**config.mk**
```make
export PLATFORM = sky130hd
export DESIGN_NAME = sparse_coo_matrix_add_top
export DESIGN_NICKNAME = d
export VERILOG_FILES = /design/src/hw/rtl/scma_pkg.sv /design/src/hw/rtl/sparse_coo_matrix_add_top.sv /design/src/hw/rtl/scma_ctrl.sv /design/src/hw/rtl/scma_dp.sv
export SDC_FILE = /design/constraint.sdc
export NUM_CORES = 2
export LEC_CHECK = 0
export BUFFER_PORTS_ARGS = -buffer_cell sky130_fd_sc_hd__buf_2
export CORE_MARGIN = 2
export CORE_UTILIZATION = 59
export CTS_BUF_LIST = sky130_fd_sc_hd__clkbuf_8
export DETAILED_ROUTE_END_ITERATION = 8
export PLACE_DENSITY = 0.75
export SYNTH_ARGS = -nofsm -noshare
export SYNTH_HDL_FRONTEND = slang
export SYNTH_HIERARCHICAL = 1
export SYNTH_SLANG_ARGS = --single-unit
```
**constraint.sdc**
```tcl
create_clock -name clock -period 13.9 [get_ports clock]
set_input_delay 0.695 -clock clock [delete_from_list [all_inputs] [get_ports clock]]
set_output_delay 0.695 -clock clock [all_outputs]
set_load 0.1 [all_outputs]
```
**src/hw/rtl/scma_pkg.sv**
```systemverilog
// ----------------------------------------------------------------------------
// scma_pkg
// Shared types and constants for the sparse coordinate-list matrix adder.
// ----------------------------------------------------------------------------
package scma_pkg;

   localparam int MAX_ENTRIES = 32;
   localparam int MAX_DIM     = 256;

   localparam int IDX_W    = (MAX_ENTRIES > 1) ? $clog2(MAX_ENTRIES) : 1;
   localparam int CNT_W    = $clog2(MAX_ENTRIES + 1);
   localparam int DIM_W    = 9;
   localparam int ROW_W    = 8;
   localparam int COL_W    = 8;
   localparam int VAL_W    = 32;
   localparam int MODE_W   = 2;
   localparam int STATUS_W = 2;
   localparam int CSR_IDX_W = 2;

   localparam logic [DIM_W-1:0] DIM_RESET = DIM_W'(MAX_DIM);
   localparam logic [CNT_W-1:0] CNT_MAX   = CNT_W'(MAX_ENTRIES);

   localparam logic [MODE_W-1:0] MODE_LOAD_A = 2'd0;
   localparam logic [MODE_W-1:0] MODE_LOAD_B = 2'd1;
   localparam logic [MODE_W-1:0] MODE_MERGE  = 2'd2;

   localparam logic [STATUS_W-1:0] ST_ENTRY    = 2'd0;
   localparam logic [STATUS_W-1:0] ST_EMPTY    = 2'd1;
   localparam logic [STATUS_W-1:0] ST_MISMATCH = 2'd2;

   localparam logic [CSR_IDX_W-1:0] CSR_ROWS_A = 2'd0;
   localparam logic [CSR_IDX_W-1:0] CSR_COLS_A = 2'd1;
   localparam logic [CSR_IDX_W-1:0] CSR_ROWS_B = 2'd2;
   localparam logic [CSR_IDX_W-1:0] CSR_COLS_B = 2'd3;

   typedef struct packed {
      logic [ROW_W-1:0]        row;
      logic [COL_W-1:0]        col;
      logic signed [VAL_W-1:0] value;
   } entry_type;

   typedef struct packed {
      logic load_a;
      logic load_b;
      logic step;
   } ctrl_cmd_type;

   typedef struct packed {
      logic slot_free;
      logic step_last;
   } dp_status_type;

endpackage

```
**src/hw/rtl/sparse_coo_matrix_add_top.sv**
```systemverilog
// ----------------------------------------------------------------------------
// sparse_coo_matrix_add_top
// Sparse matrix adder over two coordinate lists, merged in row-major order.
// ----------------------------------------------------------------------------
// Usage:
//   csr_*  : writes rows_a, cols_a, rows_b, cols_b (index 0..3); always ready.
//            Write only while no merge is in flight.
//   req_*  : one item per handshake. Mode 0/1 appends an entry to list A/B
//            (dropped once 32 entries are held); mode 2 starts a merge.
//            Loads are accepted back to back while idle and produce no result.
//   rsp_*  : merge results in row-then-column order; rsp_last marks the
//            final item of a merge. Status 1 = both lists empty, status 2 =
//            dimension mismatch, each as a single item.
// Merge: an accepted merge item moves the controller into its run state;
//   each step then loads one result into the output register, one result per
//   cycle while the receiver takes them (count_a + count_b results at most).
//   req_ready is low until the final result is in the output register.
// Reset clears the list counts and sets all dimensions to 256. A stalled
//   receiver holds the output register and pauses the walk.
// ----------------------------------------------------------------------------
module sparse_coo_matrix_add_top (
   input  logic                                 clock,
   input  logic                                 reset,
   input  logic                                 csr_valid,
   output logic                                 csr_ready,
   input  logic [scma_pkg::CSR_IDX_W-1:0]       csr_index,
   input  logic [scma_pkg::DIM_W-1:0]           csr_data,
   input  logic                                 req_valid,
   output logic                                 req_ready,
   input  logic [scma_pkg::MODE_W-1:0]          req_mode,
   input  logic [scma_pkg::ROW_W-1:0]           req_row,
   input  logic [scma_pkg::COL_W-1:0]           req_col,
   input  logic signed [scma_pkg::VAL_W-1:0]    req_value,
   output logic                                 rsp_valid,
   input  logic                                 rsp_ready,
   output logic [scma_pkg::STATUS_W-1:0]        rsp_status,
   output logic [scma_pkg::ROW_W-1:0]           rsp_out_row,
   output logic [scma_pkg::COL_W-1:0]           rsp_out_col,
   output logic signed [scma_pkg::VAL_W-1:0]    rsp_out_value,
   output logic                                 rsp_last
);
   import scma_pkg::*;

   ctrl_cmd_type  cmd;
   dp_status_type status;

   assign csr_ready = 1'b1;

   scma_ctrl u_ctrl (
      .clock     (clock),
      .reset     (reset),
      .req_valid (req_valid),
      .req_ready (req_ready),
      .req_mode  (req_mode),
      .cmd       (cmd),
      .status    (status)
   );

   scma_dp u_dp (
      .clock         (clock),
      .reset         (reset),
      .csr_valid     (csr_valid),
      .csr_index     (csr_index),
      .csr_data      (csr_data),
      .req_row       (req_row),
      .req_col       (req_col),
      .req_value     (req_value),
      .cmd           (cmd),
      .status        (status),
      .rsp_valid     (rsp_valid),
      .rsp_ready     (rsp_ready),
      .rsp_status    (rsp_status),
      .rsp_out_row   (rsp_out_row),
      .rsp_out_col   (rsp_out_col),
      .rsp_out_value (rsp_out_value),
      .rsp_last      (rsp_last)
   );

endmodule

```
**src/hw/rtl/scma_ctrl.sv**
```systemverilog
// ----------------------------------------------------------------------------
// scma_ctrl
// Controller: accepts items, issues loads and sequences the merge walk.
// ----------------------------------------------------------------------------
module scma_ctrl (
   input  logic                         clock,
   input  logic                         reset,
   input  logic                         req_valid,
   output logic                         req_ready,
   input  logic [scma_pkg::MODE_W-1:0]  req_mode,
   output scma_pkg::ctrl_cmd_type       cmd,
   input  scma_pkg::dp_status_type      status
);
   import scma_pkg::*;

   typedef enum logic [1:0] {
      S_IDLE = 2'b01,
      S_RUN  = 2'b10
   } state_type;

   state_type state_ff;
   state_type state_in;
   logic      accept;

   assign req_ready = (state_ff == S_IDLE);
   assign accept    = req_valid && req_ready;

   always_comb begin
      cmd.load_a = accept && (req_mode == MODE_LOAD_A);
      cmd.load_b = accept && (req_mode == MODE_LOAD_B);
      cmd.step   = (state_ff == S_RUN) && status.slot_free;
   end

   always_comb begin
      state_in = state_ff;
      unique case (state_ff)
         S_IDLE: begin
            if (accept && (req_mode == MODE_MERGE)) begin
               state_in = S_RUN;
            end
         end
         S_RUN: begin
            if (cmd.step && status.step_last) begin
               state_in = S_IDLE;
            end
         end
         default: begin
            state_in = S_IDLE;
         end
      endcase
   end

   always_ff @(posedge clock) begin
      if (reset) begin
         state_ff <= S_IDLE;
      end else begin
         state_ff <= state_in;
      end
   end

endmodule

```
**src/hw/rtl/scma_dp.sv**
```systemverilog
// ----------------------------------------------------------------------------
// scma_dp
// Datapath: dimension registers, both entry lists, merge pointers, adder
// and the result register.
// ----------------------------------------------------------------------------
module scma_dp (
   input  logic                                 clock,
   input  logic                                 reset,
   input  logic                                 csr_valid,
   input  logic [scma_pkg::CSR_IDX_W-1:0]       csr_index,
   input  logic [scma_pkg::DIM_W-1:0]           csr_data,
   input  logic [scma_pkg::ROW_W-1:0]           req_row,
   input  logic [scma_pkg::COL_W-1:0]           req_col,
   input  logic signed [scma_pkg::VAL_W-1:0]    req_value,
   input  scma_pkg::ctrl_cmd_type               cmd,
   output scma_pkg::dp_status_type              status,
   output logic                                 rsp_valid,
   input  logic                                 rsp_ready,
   output logic [scma_pkg::STATUS_W-1:0]        rsp_status,
   output logic [scma_pkg::ROW_W-1:0]           rsp_out_row,
   output logic [scma_pkg::COL_W-1:0]           rsp_out_col,
   output logic signed [scma_pkg::VAL_W-1:0]    rsp_out_value,
   output logic                                 rsp_last
);
   import scma_pkg::*;

   logic [DIM_W-1:0] rows_a_ff, cols_a_ff, rows_b_ff, cols_b_ff;

   entry_type list_a_ff [MAX_ENTRIES];
   entry_type list_b_ff [MAX_ENTRIES];

   logic [CNT_W-1:0] count_a_ff, count_a_in;
   logic [CNT_W-1:0] count_b_ff, count_b_in;
   logic [CNT_W-1:0] idx_a_ff, idx_a_in;
   logic [CNT_W-1:0] idx_b_ff, idx_b_in;

   logic                    rsp_valid_ff, rsp_valid_in;
   logic [STATUS_W-1:0]     rsp_status_ff, rsp_status_in;
   entry_type               rsp_ent_ff, rsp_ent_in;
   logic                    rsp_last_ff, rsp_last_in;

   entry_type        ent_a, ent_b;
   logic             have_a, have_b;
   logic             mismatch, empty;
   logic             a_lt, a_eq;
   logic             take_a, take_b;
   logic [CNT_W-1:0] idx_a_nxt, idx_b_nxt;
   logic             walk_last;

   // config registers
   always_ff @(posedge clock) begin
      if (reset) begin
         rows_a_ff <= DIM_RESET;
         cols_a_ff <= DIM_RESET;
         rows_b_ff <= DIM_RESET;
         cols_b_ff <= DIM_RESET;
      end else if (csr_valid) begin
         unique case (csr_index)
            CSR_ROWS_A: rows_a_ff <= csr_data;
            CSR_COLS_A: cols_a_ff <= csr_data;
            CSR_ROWS_B: rows_b_ff <= csr_data;
            CSR_COLS_B: cols_b_ff <= csr_data;
            default: begin
            end
         endcase
      end
   end

   // entry lists
   always_ff @(posedge clock) begin
      if (cmd.load_a && (count_a_ff < CNT_MAX)) begin
         list_a_ff[count_a_ff[IDX_W-1:0]] <= '{row: req_row, col: req_col, value: req_value};
      end
      if (cmd.load_b && (count_b_ff < CNT_MAX)) begin
         list_b_ff[count_b_ff[IDX_W-1:0]] <= '{row: req_row, col: req_col, value: req_value};
      end
   end

   // merge step
   always_comb begin
      ent_a    = list_a_ff[idx_a_ff[IDX_W-1:0]];
      ent_b    = list_b_ff[idx_b_ff[IDX_W-1:0]];
      have_a   = idx_a_ff < count_a_ff;
      have_b   = idx_b_ff < count_b_ff;
      mismatch = (rows_a_ff != rows_b_ff) || (cols_a_ff != cols_b_ff);
      empty    = (count_a_ff == '0) && (count_b_ff == '0);
      a_lt     = {ent_a.row, ent_a.col} < {ent_b.row, ent_b.col};
      a_eq     = {ent_a.row, ent_a.col} == {ent_b.row, ent_b.col};

      take_a = 1'b0;
      take_b = 1'b0;
      if (have_a && have_b) begin
         take_a = a_lt || a_eq;
         take_b = !a_lt;
      end else if (have_a) begin
         take_a = 1'b1;
      end else begin
         take_b = 1'b1;
      end

      idx_a_nxt = idx_a_ff + CNT_W'(take_a);
      idx_b_nxt = idx_b_ff + CNT_W'(take_b);
      walk_last = (idx_a_nxt >= count_a_ff) && (idx_b_nxt >= count_b_ff);

      rsp_status_in = ST_ENTRY;
      rsp_ent_in    = take_a ? ent_a : ent_b;
      rsp_last_in   = walk_last;
      if (mismatch) begin
         rsp_status_in = ST_MISMATCH;
         rsp_ent_in    = '0;
         rsp_last_in   = 1'b1;
      end else if (empty) begin
         rsp_status_in = ST_EMPTY;
         rsp_ent_in    = '0;
         rsp_last_in   = 1'b1;
      end else if (take_a && take_b) begin
         rsp_ent_in.value = ent_a.value + ent_b.value;
      end

      status.slot_free = !rsp_valid_ff || rsp_ready;
      status.step_last = rsp_last_in;
   end

   always_comb begin
      count_a_in   = count_a_ff;
      count_b_in   = count_b_ff;
      idx_a_in     = idx_a_ff;
      idx_b_in     = idx_b_ff;
      rsp_valid_in = rsp_valid_ff && !rsp_ready;
      if (cmd.load_a && (count_a_ff < CNT_MAX)) begin
         count_a_in = count_a_ff + CNT_W'(1);
      end
      if (cmd.load_b && (count_b_ff < CNT_MAX)) begin
         count_b_in = count_b_ff + CNT_W'(1);
      end
      if (cmd.step) begin
         rsp_valid_in = 1'b1;
         if (rsp_last_in) begin
            count_a_in = '0;
            count_b_in = '0;
            idx_a_in   = '0;
            idx_b_in   = '0;
         end else begin
            idx_a_in = idx_a_nxt;
            idx_b_in = idx_b_nxt;
         end
      end
   end

   always_ff @(posedge clock) begin
      if (reset) begin
         count_a_ff   <= '0;
         count_b_ff   <= '0;
         idx_a_ff     <= '0;
         idx_b_ff     <= '0;
         rsp_valid_ff <= 1'b0;
      end else begin
         count_a_ff   <= count_a_in;
         count_b_ff   <= count_b_in;
         idx_a_ff     <= idx_a_in;
         idx_b_ff     <= idx_b_in;
         rsp_valid_ff <= rsp_valid_in;
      end
   end

   always_ff @(posedge clock) begin
      if (cmd.step) begin
         rsp_status_ff <= rsp_status_in;
         rsp_ent_ff    <= rsp_ent_in;
         rsp_last_ff   <= rsp_last_in;
      end
   end

   assign rsp_valid     = rsp_valid_ff;
   assign rsp_status    = rsp_status_ff;
   assign rsp_out_row   = rsp_ent_ff.row;
   assign rsp_out_col   = rsp_ent_ff.col;
   assign rsp_out_value = rsp_ent_ff.value;
   assign rsp_last      = rsp_last_ff;

   a_count_bound: assert property (@(posedge clock) disable iff (reset)
      (count_a_ff <= CNT_MAX) && (count_b_ff <= CNT_MAX))
      else $error("list count beyond capacity");

   a_special_is_last: assert property (@(posedge clock) disable iff (reset)
      (rsp_valid_ff && (rsp_status_ff != ST_ENTRY)) |-> rsp_last_ff)
      else $error("empty or mismatch result without last");

   a_last_clears: assert property (@(posedge clock) disable iff (reset)
      (cmd.step && rsp_last_in) |=>
         (count_a_ff == '0) && (count_b_ff == '0) && (idx_a_ff == '0) && (idx_b_ff == '0))
      else $error("lists not cleared after final result");

endmodule
```
==> flow_summary.json <==
{
  "design_area_sq_mm": 0.137,
  "final_cell_mix": "3123 x edfxtp_1, 938 x mux4_2, 495 x clkbuf_8",
  "yosys-top-cells-area": "edfxtp_1 76%, mux4_2 17%, dfxtp_1 1.2%, ha_1 0.83%, mux2_2 0.63%",
  "synthArstFlopShare_pct": 0,
  "place_congestion": 0.879,
  "hp-start": "req_valid",
  "finalHoldViolCount": 0,
  "hold_depth": 3,
  "power_switching_mw": 3.73,
  "p_leak_nw": 41.9,
  "hold_path_end": "u_ctrl/state_ff[0]",
  "critPathMaxFanout": 94,
  "synthFlopType": "edfxtp_1",
  "syn_area_sq_mm": 0.124,
  "rrSetupSlack_ps": 4080,
  "seq_area_frac_synth_pct": 76.7,
  "synth_edf_count": 3123,
  "p_int_mw": 14.2,
  "finalNonFillerCells": 9013,
  "antenna_found_initial": 22,
  "coreArea_sq_mm": 0.209,
  "dieArea_sq_mm": 0.214,
  "cts-root-buf": "clkbuf_8",
  "synth.top_cell.area_share_pct": 75.6,
  "synth-warning-count": 6,
  "relSlewSlack_pct": 2.49,
  "nNetsFinal": 5965,
  "layout_worst_path_cycle_share_pct": 70.6,
  "row_count": 168,
  "fp.dieW_um": 463,
  "firstDrtPassIters": 6,
  "setup_viol": 0,
  "synthCells": 5336,
  "area_growth_pct": 10.7,
  "setup-tns-final_ps": 0,
  "synth_nets": 5485,
  "drcViolationCount": 0,
  "regArea_sq_mm": 0.0953,
  "port_buffers": 118,
  "place_area_sq_mm": 0.129,
  "clkLatencyLatePin_ps": 1150,
  "p_clk_share_pct": 39.2,
  "cpMostUsedCell": "ha_1",
  "track_usage_pct": 30.1,
  "drtIter0Drc": 8930,
  "holdCritPathClass": "primary input to register",
  "viasPerCell": 6.82,
  "grt.overflow.total": 0,
  "routed_wl_um": 322000,
  "drt.antenna.violating_nets": 0,
  "worstMarginPinSlew_ps": 1460,
  "cts_sinks": 3196,
  "crit_type": "register to register",
  "clock-skew-final_ps": 74.7,
  "utilization_pct": 65.6,
  "crit_slowest_cell": "dfxtp_4",
  "fmax_ghz": 0.102,
  "p_per_area_mw_per_mm2": 130,
  "r2r-end": "u_ctrl/state_ff[1]",
  "crit_path_end_kind": "register",
  "status": "finished, final reports clean",
  "wire_per_inst_um": 35.7,
  "io_pins": 120,
  "final_common_cell": "edfxtp_1",
  "num_vias": 61439,
  "max_stage_delay_ps": 1000,
  "dp_hpwl_um": 171000,
  "power_switching_share_pct": 20.8,
  "htree_num_levels": 5,
  "clk_path_buf_depth": 4,
  "yosys.area.top_type": "edfxtp_1",
  "yosysUniqueCellTypes": 64,
  "ir_worst_vdd_mv": 0.118,
  "cts_tree": "done",
  "period_needed_ps": 9820,
  "cp-start-kind": "register",
  "initial_core_util_pct": 59.3,
  "rsz0062_at_grt": "false",
  "drv_slew": 0,
  "die_h_um": 463,
  "max-cap-violations": 0,
  "drive_gt1_share_pct": 30.7,
  "comb_power_share_pct": 1.7,
  "seq_power_share_pct": 59.1,
  "worstPathRequired_ps": 14940,
  "synth_seq_cells": 3196,
  "n_fill_cell": 13113,
  "multiInputGateArea_sq_mm": 0.0281,
  "numCtsBuffers": 484,
  "grt_pass1_vias": 60175,
  "grt_pass1_wl_um": 449000,
  "critPathArrivalTime_ps": 10860,
  "syn_avg_cell_area_sq_um": 23.3,
  "dp_cells": 8123,
  "clk_pin_slew_ps": 60,
  "grt_max_degree": 148,
  "reg2regPathDepth": 28
}
[how the worst max path moves through the flow]
stage	endpoint	slack [ps]
floorplan	u_ctrl/state_ff[0]	7290
global placement	register	4450
detailed placement	register	4480
CTS	u_ctrl/state_ff[1]	4160
global route	u_ctrl/state_ff[1]	3630
finish	u_ctrl/state_ff[1]	4080
[routing by layer]
| metal | track usage [%] | vias up | share of wire, % |
|---|---|---|---|
| li1 | - | 23852 | - |
| met1 | 41.8 | 32372 | 35 |
| met2 | 47.1 | 4368 | 48 |
| met3 | 5.99 | 835 | 12 |
| met4 | 13.6 | 12 | 5.2 |
| met5 | 0 | - | 0.024 |
[cell usage after synthesis, types with 13 or more instances]
cell / instances
mux2_2: 69
a22oi_1: 34
mux2i_1: 65
xor2_1: 20
dfxtp_1: 73
nand3_1: 36
a21oi_1: 85
nand2b_1: 13
buf_1: 24
inv_1: 27
nor2_1: 148
mux4_2: 938
a21o_1: 14
xnor2_1: 39
edfxtp_1: 3123
ha_1: 82
a211oi_1: 26
nand2_1: 100
o21ai_0: 25
clkbuf_1: 127
nand4_1: 14
buf_2: 92
o21a_1: 15
buf_4: 13
nor2b_1: 19
[kinds of logic after synthesis]
logic type      Yosys count  share of synthesized area, %
flops                  3196                          76.7
mux                    1072                          18.2
simple gates            374                          1.37
buf+inv                 289                          1.03
compound gates          262                          1.42
fa+ha+maj                83                         0.843
xor+xnor                 59                         0.416
other cells               1                       0.00302
[final cells by class]
cell class,count,share of cell area [%]
Timing Repair Buffer,253,1.25
Clock buffer,495,4.96
Clock inverter,367,1.34
Multi-Input combinational cell,1851,20.4
Inverter,30,0.0856
Sequential cell,3196,69.3
Antenna cell,16,0.0291
Tap cell,2805,2.55
[state kept, by name, indices dropped and copies added (netlist names), 9 cells and up, named ones only]
signal,cells
u_dp/cols_b_ff,9
u_dp/list_b_ff,1536
u_dp/rsp_out_value,32
u_dp/rows_b_ff,9
u_dp/cols_a_ff,9
u_dp/list_a_ff,1536
u_dp/rows_a_ff,9
[stage by stage]
step                      setup slack [ps]  power (mW)  hold WS, ps
final                                 4080        17.9         80.7
after global routing                  3630        18.4         40.0
after CTS                             4160        18.0         3.84
after detailed placement              4480        11.1          462
after global placement                4450        11.1          454
after floorplan                       7290        10.9          448
[power groups by stage]
stage / clock [mW] / combinational [mW] / sequential (mW)
2_1_floorplan: 0 / 0.111 / 10.8
3_3_place_gp: 0 / 0.286 / 10.8
3_5_place_dp: 0 / 0.300 / 10.8
4_1_cts: 7.11 / 0.303 / 10.6
5_1_grt: 7.52 / 0.331 / 10.6
6_report: 7.02 / 0.306 / 10.6
[worst max-delay path: cells and delay by family (launching register included)]
family,cells,cell delay (ps)
AOI/OAI and AO/OA,10,2390
DFF,1,1000
and+or+nand+nor,7,1410
muxes,3,1640
adders and majority gates,4,1140
buffers and inverters,4,2040
[what timing repair did]
action                     CTS  global route
setup endpoints to repair    0             0
hold endpoints to repair    38             0
hold buffers                12             0
gates resized for setup      0             0
buffers inserted             0             0
No activity file was read; power rests on OpenSTA's default activity.
